[src/rtl/pevc_pkg.sv]
`default_nettype none

package pevc_pkg;

    localparam int unsigned INDEX_W   = 16;
    localparam int unsigned CFG_IDX_W = 3;
    localparam int unsigned CFG_DATA_W = 16;

    localparam logic [CFG_DATA_W-1:0] PHASE_MS_RESET = 16'd1000;

    typedef enum logic [CFG_IDX_W-1:0] {
        REG_CONNECT_J    = 3'd0,
        REG_DISCONNECT_J = 3'd1,
        REG_CONNECT_K    = 3'd2,
        REG_DISCONNECT_K = 3'd3,
        REG_TEST_START   = 3'd4,
        REG_TEST_STOP    = 3'd5,
        REG_PHASE_MS     = 3'd6
    } t_reg_idx;

    typedef enum logic [1:0] {
        CONN_NONE = 2'd0,
        CONN_J    = 2'd1,
        CONN_K    = 2'd2
    } t_conn;

    typedef enum logic [1:0] {
        PH_J_ON  = 2'd0,
        PH_J_OFF = 2'd1,
        PH_K_ON  = 2'd2,
        PH_K_OFF = 2'd3
    } t_phase;

    localparam logic OP_EVENT = 1'b0;
    localparam logic OP_TICK  = 1'b1;

    typedef struct packed {
        logic [INDEX_W-1:0]    idx_conn_j;
        logic [INDEX_W-1:0]    idx_disc_j;
        logic [INDEX_W-1:0]    idx_conn_k;
        logic [INDEX_W-1:0]    idx_disc_k;
        logic [INDEX_W-1:0]    test_start;
        logic [INDEX_W-1:0]    test_stop;
        logic [CFG_DATA_W-1:0] phase_ms;
    } t_cfg;

    typedef struct packed {
        logic  drive_j;
        logic  drive_k;
        t_conn conn_state;
        logic  in_test;
        logic  index_known;
        logic  matches_state;
    } t_result;

endpackage

`default_nettype wire

[src/rtl/pevc_if.sv]
`default_nettype none

interface pevc_in_if;
    import pevc_pkg::*;

    logic               valid;
    logic               ready;
    logic               op;
    logic [INDEX_W-1:0] event_index;

    modport source (output valid, output op, output event_index, input ready);
    modport sink   (input valid, input op, input event_index, output ready);
endinterface

interface pevc_out_if;
    logic       valid;
    logic       ready;
    logic       drive_j;
    logic       drive_k;
    logic [1:0] conn_state;
    logic       in_test;
    logic       index_known;
    logic       matches_state;

    modport source (
        output valid, output drive_j, output drive_k, output conn_state,
        output in_test, output index_known, output matches_state, input ready
    );
    modport sink (
        input valid, input drive_j, input drive_k, input conn_state,
        input in_test, input index_known, input matches_state, output ready
    );
endinterface

`default_nettype wire

[src/rtl/pevc_cfg.sv]
`default_nettype none

module pevc_cfg (
    input  wire logic                             i_clk,
    input  wire logic                             i_rst_n,
    input  wire logic                             i_we,
    input  wire logic [pevc_pkg::CFG_IDX_W-1:0]   i_idx,
    input  wire logic [pevc_pkg::CFG_DATA_W-1:0]  i_data,
    output pevc_pkg::t_cfg                        o_cfg
);
    import pevc_pkg::*;

    t_cfg r_cfg;

    always_ff @(posedge i_clk) begin
        if (!i_rst_n) begin
            r_cfg.idx_conn_j <= '0;
            r_cfg.idx_disc_j <= '0;
            r_cfg.idx_conn_k <= '0;
            r_cfg.idx_disc_k <= '0;
            r_cfg.test_start <= '0;
            r_cfg.test_stop  <= '0;
            r_cfg.phase_ms   <= PHASE_MS_RESET;
        end else if (i_we) begin
            case (t_reg_idx'(i_idx))
                REG_CONNECT_J:    r_cfg.idx_conn_j <= i_data;
                REG_DISCONNECT_J: r_cfg.idx_disc_j <= i_data;
                REG_CONNECT_K:    r_cfg.idx_conn_k <= i_data;
                REG_DISCONNECT_K: r_cfg.idx_disc_k <= i_data;
                REG_TEST_START:   r_cfg.test_start <= i_data;
                REG_TEST_STOP:    r_cfg.test_stop  <= i_data;
                REG_PHASE_MS:     r_cfg.phase_ms   <= i_data;
                default: begin
                end
            endcase
        end
    end

    assign o_cfg = r_cfg;

endmodule

`default_nettype wire

[src/rtl/pevc_core.sv]
`default_nettype none

module pevc_core (
    input  wire logic                          i_clk,
    input  wire logic                          i_rst_n,
    input  wire logic                          i_en,
    input  wire logic                          i_op,
    input  wire logic [pevc_pkg::INDEX_W-1:0]  i_event_index,
    input  wire pevc_pkg::t_cfg                i_cfg,
    output pevc_pkg::t_result                  o_res
);
    import pevc_pkg::*;

    t_conn                 r_conn,       n_conn;
    logic                  r_out_j,      n_out_j;
    logic                  r_out_k,      n_out_k;
    logic                  r_test_on,    n_test_on;
    t_phase                r_phase,      n_phase;
    logic [CFG_DATA_W-1:0] r_ticks_left, n_ticks_left;

    logic eq_cj, eq_dj, eq_ck, eq_dk, eq_start, eq_stop;
    logic known, agrees;

    assign eq_cj    = (i_event_index == i_cfg.idx_conn_j);
    assign eq_dj    = (i_event_index == i_cfg.idx_disc_j);
    assign eq_ck    = (i_event_index == i_cfg.idx_conn_k);
    assign eq_dk    = (i_event_index == i_cfg.idx_disc_k);
    assign eq_start = (i_event_index == i_cfg.test_start);
    assign eq_stop  = (i_event_index == i_cfg.test_stop);

    always_comb begin
        n_conn       = r_conn;
        n_out_j      = r_out_j;
        n_out_k      = r_out_k;
        n_test_on    = r_test_on;
        n_phase      = r_phase;
        n_ticks_left = r_ticks_left;
        known        = 1'b0;
        agrees       = 1'b0;

        if (i_op == OP_EVENT) begin
            known = eq_cj | eq_dj | eq_ck | eq_dk | eq_start | eq_stop;
            if (eq_cj) begin
                agrees = (r_conn == CONN_J);
            end else if (eq_ck) begin
                agrees = (r_conn == CONN_K);
            end else if (eq_dj || eq_dk) begin
                agrees = (r_conn == CONN_NONE);
            end

            if (eq_start) begin
                n_out_j      = 1'b0;
                n_out_k      = 1'b0;
                n_phase      = PH_J_ON;
                n_ticks_left = '0;
                n_test_on    = 1'b1;
            end
            if (eq_stop) begin
                n_out_j   = 1'b0;
                n_out_k   = 1'b0;
                n_test_on = 1'b0;
            end
            // Normal matching only applies once test mode is off after this word.
            if (!n_test_on) begin
                if (eq_cj) begin
                    n_out_j = 1'b1;
                    n_out_k = 1'b0;
                    n_conn  = CONN_J;
                end else if (eq_ck) begin
                    n_out_j = 1'b0;
                    n_out_k = 1'b1;
                    n_conn  = CONN_K;
                end else if (eq_dj || eq_dk) begin
                    n_out_j = 1'b0;
                    n_out_k = 1'b0;
                    n_conn  = CONN_NONE;
                end
            end
        end else if (r_test_on) begin
            if (r_ticks_left != '0) begin
                n_ticks_left = r_ticks_left - 1'b1;
            end else begin
                case (r_phase)
                    PH_J_ON: begin
                        n_out_j = 1'b1;
                        n_out_k = 1'b0;
                    end
                    PH_K_ON: begin
                        n_out_j = 1'b0;
                        n_out_k = 1'b1;
                    end
                    default: begin
                        n_out_j = 1'b0;
                        n_out_k = 1'b0;
                    end
                endcase
                n_phase = t_phase'(r_phase + 2'd1);
                // A zero phase length behaves as one tick per phase.
                n_ticks_left = (i_cfg.phase_ms == '0) ? '0 : i_cfg.phase_ms - 1'b1;
            end
        end

        o_res.drive_j       = n_out_j;
        o_res.drive_k       = n_out_k;
        o_res.conn_state    = n_conn;
        o_res.in_test       = n_test_on;
        o_res.index_known   = known;
        o_res.matches_state = agrees;
    end

    always_ff @(posedge i_clk) begin
        if (!i_rst_n) begin
            r_conn       <= CONN_NONE;
            r_out_j      <= 1'b0;
            r_out_k      <= 1'b0;
            r_test_on    <= 1'b0;
            r_phase      <= PH_J_ON;
            r_ticks_left <= '0;
        end else if (i_en) begin
            r_conn       <= n_conn;
            r_out_j      <= n_out_j;
            r_out_k      <= n_out_k;
            r_test_on    <= n_test_on;
            r_phase      <= n_phase;
            r_ticks_left <= n_ticks_left;
        end
    end

endmodule

`default_nettype wire

[src/rtl/frog_polarity_event_controller_unit.sv]
// Channel  Port    Dir  Fields
// -------  ------  ---  ------------------------------------------------------
// input    i_in    in   op, event_index
// output   o_out   out  drive_j, drive_k, conn_state, in_test, index_known,
//                       matches_state
// config   i_cfg_* in   i_cfg_we, i_cfg_idx, i_cfg_data (write only)
//
// One word is taken every cycle unless i_in.ready is low. A word is held in the input
// register, then its result is computed and loaded into the output register, where
// o_out.valid rises and the result waits until it is taken. Reset is synchronous
// and active low; it clears all control state and loads the register defaults.
// A stalled output register stalls the input register, and i_in.ready falls
// only when both hold a word and o_out.ready is low.
`default_nettype none

module frog_polarity_event_controller_unit (
    input  wire logic                            i_clk,
    input  wire logic                            i_rst_n,
    input  wire logic                            i_cfg_we,
    input  wire logic [pevc_pkg::CFG_IDX_W-1:0]  i_cfg_idx,
    input  wire logic [pevc_pkg::CFG_DATA_W-1:0] i_cfg_data,
    pevc_in_if.sink                              i_in,
    pevc_out_if.source                           o_out
);
    import pevc_pkg::*;

    t_cfg    w_cfg;
    t_result w_res;

    logic               r_in_valid;
    logic               r_in_op;
    logic [INDEX_W-1:0] r_in_index;
    logic               r_out_valid;
    t_result            r_out;

    logic advance;
    logic in_ready;

    assign advance  = r_in_valid && (!r_out_valid || o_out.ready);
    assign in_ready = !r_in_valid || advance;

    pevc_cfg u_cfg (
        .i_clk   (i_clk),
        .i_rst_n (i_rst_n),
        .i_we    (i_cfg_we),
        .i_idx   (i_cfg_idx),
        .i_data  (i_cfg_data),
        .o_cfg   (w_cfg)
    );

    pevc_core u_core (
        .i_clk         (i_clk),
        .i_rst_n       (i_rst_n),
        .i_en          (advance),
        .i_op          (r_in_op),
        .i_event_index (r_in_index),
        .i_cfg         (w_cfg),
        .o_res         (w_res)
    );

    always_ff @(posedge i_clk) begin
        if (!i_rst_n) begin
            r_in_valid <= 1'b0;
        end else if (in_ready) begin
            r_in_valid <= i_in.valid;
        end
    end

    always_ff @(posedge i_clk) begin
        if (in_ready && i_in.valid) begin
            r_in_op    <= i_in.op;
            r_in_index <= i_in.event_index;
        end
    end

    always_ff @(posedge i_clk) begin
        if (!i_rst_n) begin
            r_out_valid <= 1'b0;
        end else if (advance) begin
            r_out_valid <= 1'b1;
        end else if (o_out.ready) begin
            r_out_valid <= 1'b0;
        end
    end

    always_ff @(posedge i_clk) begin
        if (advance) begin
            r_out <= w_res;
        end
    end

    assign i_in.ready          = in_ready;
    assign o_out.valid         = r_out_valid;
    assign o_out.drive_j       = r_out.drive_j;
    assign o_out.drive_k       = r_out.drive_k;
    assign o_out.conn_state    = r_out.conn_state;
    assign o_out.in_test       = r_out.in_test;
    assign o_out.index_known   = r_out.index_known;
    assign o_out.matches_state = r_out.matches_state;

`ifndef SYNTH
    // J and K must never be driven together.
    a_drive_exclusive: assert property (@(posedge i_clk) disable iff (!i_rst_n)
        r_out_valid |-> !(r_out.drive_j && r_out.drive_k))
        else $error("drive_j and drive_k both active");

    // A tick word never reports a known index or a state match.
    a_tick_flags: assert property (@(posedge i_clk) disable iff (!i_rst_n)
        (advance && r_in_op == OP_TICK) |=> (!r_out.index_known && !r_out.matches_state))
        else $error("tick result carries event flags");

    // A state match is only possible for a known index.
    a_match_known: assert property (@(posedge i_clk) disable iff (!i_rst_n)
        r_out_valid |-> (!r_out.matches_state || r_out.index_known))
        else $error("matches_state without index_known");
`endif

endmodule

`default_nettype wire
[src/flat_wrapper.sv]
// flat-port wrapper written by rule: the top's interface ports become plain ports
module frog_polarity_event_controller_unit_flat import pevc_pkg::*;
  (i_clk, i_rst_n, i_cfg_we, i_cfg_idx, i_cfg_data, i_in_valid, i_in_op, i_in_event_index, i_in_ready, o_out_valid, o_out_drive_j, o_out_drive_k, o_out_conn_state, o_out_in_test, o_out_index_known, o_out_matches_state, o_out_ready);
  pevc_in_if i_in_i ();
  pevc_out_if o_out_i ();
  input  wire logic i_clk;
  input  wire logic i_rst_n;
  input  wire logic i_cfg_we;
  input  wire logic [pevc_pkg::CFG_IDX_W-1:0] i_cfg_idx;
  input  wire logic [pevc_pkg::CFG_DATA_W-1:0] i_cfg_data;
  input wire logic [$bits(i_in_i.valid)-1:0] i_in_valid;
  input wire logic [$bits(i_in_i.op)-1:0] i_in_op;
  input wire logic [$bits(i_in_i.event_index)-1:0] i_in_event_index;
  output wire logic [$bits(i_in_i.ready)-1:0] i_in_ready;
  output wire logic [$bits(o_out_i.valid)-1:0] o_out_valid;
  output wire logic [$bits(o_out_i.drive_j)-1:0] o_out_drive_j;
  output wire logic [$bits(o_out_i.drive_k)-1:0] o_out_drive_k;
  output wire logic [$bits(o_out_i.conn_state)-1:0] o_out_conn_state;
  output wire logic [$bits(o_out_i.in_test)-1:0] o_out_in_test;
  output wire logic [$bits(o_out_i.index_known)-1:0] o_out_index_known;
  output wire logic [$bits(o_out_i.matches_state)-1:0] o_out_matches_state;
  input wire logic [$bits(o_out_i.ready)-1:0] o_out_ready;
  assign i_in_i.valid = i_in_valid;
  assign i_in_i.op = i_in_op;
  assign i_in_i.event_index = i_in_event_index;
  assign i_in_ready = i_in_i.ready;
  assign o_out_valid = o_out_i.valid;
  assign o_out_drive_j = o_out_i.drive_j;
  assign o_out_drive_k = o_out_i.drive_k;
  assign o_out_conn_state = o_out_i.conn_state;
  assign o_out_in_test = o_out_i.in_test;
  assign o_out_index_known = o_out_i.index_known;
  assign o_out_matches_state = o_out_i.matches_state;
  assign o_out_i.ready = o_out_ready;
  frog_polarity_event_controller_unit u_core (.i_clk(i_clk), .i_rst_n(i_rst_n), .i_cfg_we(i_cfg_we), .i_cfg_idx(i_cfg_idx), .i_cfg_data(i_cfg_data), .i_in(i_in_i), .o_out(o_out_i));
endmodule
[config.mk]
export PLATFORM = sky130hd
export DESIGN_NAME = frog_polarity_event_controller_unit_flat
export DESIGN_NICKNAME = d
export VERILOG_FILES = /design/src/rtl/pevc_pkg.sv /design/src/rtl/pevc_if.sv /design/src/rtl/pevc_cfg.sv /design/src/rtl/pevc_core.sv /design/src/rtl/frog_polarity_event_controller_unit.sv /design/src/flat_wrapper.sv
export SDC_FILE = /design/constraint.sdc
export NUM_CORES = 1
export LEC_CHECK = 0
export BUFFER_PORTS_ARGS = -buffer_cell sky130_fd_sc_hd__clkbuf_2
export CORE_ASPECT_RATIO = 0.6
export CORE_MARGIN = 2
export CORE_UTILIZATION = 61
export CTS_CLUSTER_DIAMETER = 40
export DETAILED_ROUTE_END_ITERATION = 16
export PLACE_DENSITY = 0.82
export SYNTH_ARGS = -nofsm -noshare
export SYNTH_HDL_FRONTEND = slang
export SYNTH_HIERARCHICAL = 1
export SYNTH_SLANG_ARGS = --single-unit
[constraint.sdc]
create_clock -name i_clk -period 5.6 [get_ports i_clk]
set_input_delay 0.56 -clock i_clk [delete_from_list [all_inputs] [get_ports i_clk]]
set_output_delay 0.56 -clock i_clk [all_outputs]
set_load 0.02 [all_outputs]
After elaboration in Yosys (flattened, before gate mapping)
Index checks and enable logic that the tools add are counted.

Bits of input ports: 41. Flip-flop bits (word level): 161. Output and inout bits: 9.

Reductions and logical operators: 23. Eq/ne operators: 17. Bitwise operators: 5. Multiplexer cells: 43. Add/subtract/negate cells: 3.

Operator list (count): $eq 16x16->1 (6); $mux 16 (5); $sub 16x1->16 const B (2); $mux 1 (29); $mux 2 (9); $logic_not 16->1 (1); $reduce_bool 16->1 (1); $reduce_and 2->1 (7); $eq 3x3->1 const B (3); $eq 3x2->1 const B (2); $or 1x1->1 (5); $eq 2x2->1 const B (2); $logic_not 2->1 (2); $ne 2x2->1 const B (2); $reduce_and 4->1 (1); $reduce_bool 2->1 (2); $eq 3x1->1 const B (1); $logic_not 3->1 (1); $logic_or 1x1->1 (3); $reduce_and 3->1 (1); $add 2x1->2 const B (1); $eq 2x1->1 const B (1); $logic_and 1x1->1 (2); $logic_not 1->1 (2).

Logic depth before layout (Yosys ltp)
Word-level depth: 8. Gate-level depth with buffers: 9.

Modules after synthesis
The synthesis kept the hierarchy.

By module, submodules not included: pevc_cfg (area each 4127.7 um2, instances 1, cells each 395); pevc_core (area each 3129.3 um2, instances 1, cells each 404); frog_polarity_event_controller_unit (area each 824.5 um2, instances 1, cells each 33).

Worst setup path before layout
Ideal clock, no wire load.

Path type: register to register. From: register u_core.r_in_index[5]. To: register u_core.r_out, in the netlist u_core/o_out.drive_k (data pin). Setup time: 0.251 ns. Stages on the path, launching flop included: 10. Slack: 3.310 ns. Clock period less this slack: 2.290 ns. Data required time: 5.349 ns. Arrival: 2.039 ns. Path buffers: 3. Cells stage by stage: edfxtp_1 > buf_2 > xnor2_1 > nand4_1 > nor4_1 > o21ba_2 > buf_2 > o21bai_1 > and3_1 > buf_4.

Word-level cells in the longest chain between the ends: 8.

Ends and longest elaborated chain: start, declared (line frog_polarity_event_controller_unit.sv:32) `logic [INDEX_W-1:0] r_in_index;`; start signal, assigned (line frog_polarity_event_controller_unit.sv:72) `r_in_index <= i_in.event_index;`; $eq 16x16->1 (line pevc_core.sv:28) `assign eq_start = (i_event_index == i_cfg.test_start);`; $mux 1 (line pevc_core.sv:51) `if (eq_start) begin`; $mux 1 (line pevc_core.sv:58) `if (eq_stop) begin`; $mux 1 (line pevc_core.sv:73) `end else if (eq_dj || eq_dk) begin`; $mux 1 (line pevc_core.sv:69) `end else if (eq_ck) begin`; $mux 1 (line pevc_core.sv:65) `if (eq_cj) begin`; $mux 1 (*) (line pevc_core.sv:64) `if (!n_test_on) begin`; $mux 1 (*) (line pevc_core.sv:41) `if (i_op == OP_EVENT) begin`; named net u_core.u_core.n_out_k (line pevc_core.sv:16) `logic r_out_k, n_out_k;`; end signal, assigned (line frog_polarity_event_controller_unit.sv:88) `r_out <= w_res;`; end, declared (line frog_polarity_event_controller_unit.sv:34) `t_result r_out;`.

Mark *: on every way through the listed nets, which the timed path passes. The rest lies on a longest branch. The select of a mux whose other input is x is not followed. A chain may end at the register's enable or synchronous reset.

Worst setup path in the final report
From: register u_core.u_core.r_ticks_left[7]. To: register u_core.u_core.r_ticks_left[4].

Word-level cells in the longest chain between the ends: 4.

Ends and longest elaborated chain: start, declared (line pevc_core.sv:19) `logic [CFG_DATA_W-1:0] r_ticks_left, n_ticks_left;`; start signal, assigned (line pevc_core.sv:125) `r_ticks_left <= n_ticks_left;`; $reduce_bool 16->1 (line pevc_core.sv:80) `if (r_ticks_left != '0) begin`; $mux 16 (line pevc_core.sv:80); $mux 16 (line pevc_core.sv:79) `end else if (r_test_on) begin`; $mux 16 (line pevc_core.sv:41).

No other way between the ends. The select of a mux whose other input is x is not followed.

==> qor.csv <==
stage;metric;value;unit
status;status;completed;
place;Post-DP HPWL;15.75;mm
timing;clock skew;0.01833;ns
cts;Clock Tree Buf Depth;2;
critical_path;CP Launch Point;u_core/u_core/r_ticks_left[7];
critical_path;critical-path maximum fanout;14;
routing;Initial DRT Pass Iterations;5;
timing;Relative slew margins;17.34;%
timing;Max Slew Vio Count;0;
critical_path;startpoint types;register;
critical_path;RR Endpoint;u_core/u_core/r_ticks_left[4];
global_route;Overflow after GRT;0;
critical_path;classification of the worst setup path;register to register;
floorplanning;Die H;93.16;um
cts;Root Driver;clkbuf_16;
timing;endpoints failing setup;0;
routing;drt initial violations;831;
critical_path;CP max-delay cell;or4_1;
job;maxcap violations;0;
pwr;maximum vdd drop;174.6;uV
routing;vias;6403;
pwr;Pwr Density;305.0;mW/mm2
synthesis;Post-synth EDFFs;24;
critical_path;RR Startpoint;u_core/u_core/r_ticks_left[7];
critical_path;R2R depth;6;
global_route;vias in the first global route;6160;
global_route;global-route wire length before repair;35.11;mm
floorplanning;Std-Cell Rows;32;
hold_path;Worst Hold Class;input pin to register;
critical_path;crit path cell chain;or4_1 > nor3_1 > o211ai_1 > o22ai_1 > nand4_1 > a21oi_1;
floorplanning;die area;0.01422;mm2
timing;Worst Tran Pin Value;1.240;ns
synthesis;Ys Warns;6;
timing;final hold viol count;0;
layout;final-stage net count;891;
critical_path;Largest stage delay, worst path;0.63;ns
synthesis;#FFs+latches synth;161;
layout;Area Growth Syn to Fin;9.444;%
cts;hold buffers post-CTS;0;
cts;CTS buffer count;17;
critical_path;Worst EP required;5.93;ns
timing;FMAX;344.9;MHz
synthesis;Mean Syn Cell Area;9.713;um2
cts;clock latency on the worst-skew pair;0.44;ns
cts;Setup Buffers After CTS;0;
global_route;Total Routing Usage GR;32.55;%
cts;CTS H-tree lvls;4;
synthesis;Syn Nets;879;
synthesis;post-synthesis cell count;832;
routing;antenna-violating nets left;0;
floorplanning;starting density of the core;62.68;%
synthesis;Yosys cell types;62;
global_route;largest net degree at the start of global routing;88;
place;gp weighted congestion;0.9971;
critical_path;CP Capture Type;register;
timing;unrepaired setup endpoints after global routing;false;
timing;Tmin final;2.899;ns
timing;worst hold slack;0.2965;ns
synthesis;Post-synth ARST share;0;%
layout;utilization after layout;68.60;%
global_route;initial antenna violation count;0;
timing;period utilisation layout;51.77;%
layout;antenna diode count;0;
routing;wire length per cell;21.89;um
critical_path;worst setup path end;u_core/u_core/r_ticks_left[4];
cts;CTS tree;yes;
cts;Clk pin slew, worst setup/hold paths;0.08;ns
synthesis;Seq/Total Area, Yosys;42.85;%
cts;clock sinks;161;
floorplanning;core area;0.01289;mm2
cts;PostCTS Resize Cnt;0;
synthesis;mapped cell area;0.008082;mm2
floorplanning;Chip Width;152.6;um
routing;Via density;6.235;
critical_path;CP arrival;3.23;ns
critical_path;r2r setup slk;2.70;ns
timing;Setup TNS;0;ns
place;number of port buffers;49;
routing;DRC;0;
layout;layout cell share with drive strength beyond 1;12.49;%
synthesis;top_reg_cell synth;dfxtp_1;
routing;final wirelength;22.48;mm
floorplanning;I/O pin count;50;
pwr;P_leak;3.743;nW
==> cell type report <==
| cell class | count | area (um2) |
|---|---|---|
| Multi-Input combinational cell | 592 | 4199 |
| Fill cell | 950 | 4048 |
| Sequential cell | 161 | 3463 |
| Clock buffer | 20 | 500.5 |
| Timing Repair Buffer | 58 | 315.3 |
| Tap cell | 170 | 212.7 |
| Clock inverter | 12 | 101.3 |
| Inverter | 14 | 52.55 |
==> synthesized netlist by cell type, types with 2 or more instances <==
cell type / n / share of area (%)
a21oi_1: 17 / 1.1
a31oi_1: 3 / 0.23
and3_1: 2 / 0.15
and4_1: 2 / 0.22
buf_2: 25 / 1.5
buf_4: 9 / 0.84
buf_6: 6 / 0.84
clkbuf_1: 24 / 1.1
clkinv_1: 2 / 0.093
dfxtp_1: 137 / 34
edfxtp_1: 24 / 8.9
ha_1: 6 / 0.93
inv_1: 12 / 0.56
mux2_2: 3 / 0.42
mux2i_1: 119 / 15
nand2_1: 144 / 6.7
nand3_1: 3 / 0.19
nand3b_1: 2 / 0.19
nand4_1: 28 / 2.2
nand4b_1: 4 / 0.43
nand4bb_1: 2 / 0.28
nor2_1: 20 / 0.93
nor2b_1: 15 / 1.2
nor3_1: 9 / 0.56
nor4_1: 13 / 1.0
nor4_2: 2 / 0.31
o2111ai_1: 2 / 0.22
o211a_1: 2 / 0.25
o211ai_1: 2 / 0.19
o21a_1: 2 / 0.19
o21ai_0: 17 / 1.1
o22a_1: 2 / 0.22
o22ai_1: 13 / 1.0
o31ai_1: 5 / 0.46
or2_2: 3 / 0.23
or3_1: 6 / 0.46
or4_1: 3 / 0.28
xnor2_1: 92 / 10
xor2_1: 27 / 2.9
==> layout by cell type, fill, tap and decap left out, drive strengths merged, types with 9 or more instances in the layout <==
master / synthesis / layout
nand2: 144 / 144
dfxtp: 137 / 137
mux2i: 119 / 119
xnor2: 92 / 92
clkbuf: 24 / 68
nand4: 28 / 28
xor2: 27 / 27
edfxtp: 24 / 24
inv: 12 / 21
nor2: 20 / 20
o21ai: 18 / 18
a21oi: 17 / 17
nor2b: 16 / 16
nor4: 15 / 15
o22ai: 13 / 13
buf: 41 / 10
nor3: 9 / 9
==> sequential cells by signal (all words and copies together) (netlist names), 2 cells and up <==
name / flops
u_core/o_out.conn_state: 2
u_core/r_in_index: 16
u_core/u_cfg/o_cfg: 112
u_core/u_core/r_conn: 2
u_core/u_core/r_phase: 2
u_core/u_core/r_ticks_left: 16
==> critical path, delay by kind of cell (launching register included) <==
family             cells  cell delay (ns)
and+or+nand+nor        3             1.31
DFF                    1             0.36
AOI/OAI and AO/OA      3             1.11
==> logic make-up (layout without fill, tap and decap cells) <==
group,Yosys count,after routing,synth area share [%]
AOI/OAI and AO/OA,77,77,6.085
xor gates and xnor gates,119,119,12.90
adders and majority gates,6,6,0.9289
buffers and inverters,79,104,5.233
DFF,161,161,42.85
muxes,122,122,15.16
and+or+nand+nor,268,268,16.84
==> report_power, final <==
group          internal [mW]  total (mW)  switching (mW)
logic                  0.104       0.259           0.155
registers               1.21        1.25          0.0441
clock network          0.663        1.19           0.525
==> worst min-delay path by stage <==
stage	startpoint	endpoint	slack, ns	cells after the start
after floorplan	u_core/u_cfg/o_cfg[80]	u_core/u_cfg/o_cfg[80]	0.45	2
after global placement	u_core/u_cfg/o_cfg[86]	u_core/u_cfg/o_cfg[86]	0.46	2
after detailed placement	u_core/u_cfg/o_cfg[103]	u_core/u_cfg/o_cfg[103]	0.47	2
after CTS	i_in_event_index[3]	u_core/r_in_index[3]	0.29	1
after global routing	i_in_event_index[1]	u_core/r_in_index[1]	0.28	1
final	i_in_event_index[0]	u_core/r_in_index[0]	0.30	1
==> per-layer routing <==
layer	vias up	track usage, %	part of all wire, %
met4	0	9.799	2.3
met3	48	12.05	12
met5	-	0	0
met1	3098	46.33	44
met2	361	46.00	42
li1	2896	-	-
==> stage by stage <==
step           power [mW]  instances  cell area, um2  setup WS, ns
2_1_floorplan       1.453        832            8082         3.310
5_1_grt             2.771       1027            8845         2.602
3_3_place_gp        1.513        995            8243         3.016
3_5_place_dp        1.521        995            8243         2.875
4_1_cts             2.688       1027            8845         2.807
6_report            2.698       1027            8845         2.701
(Power assumes the default switching activity.)
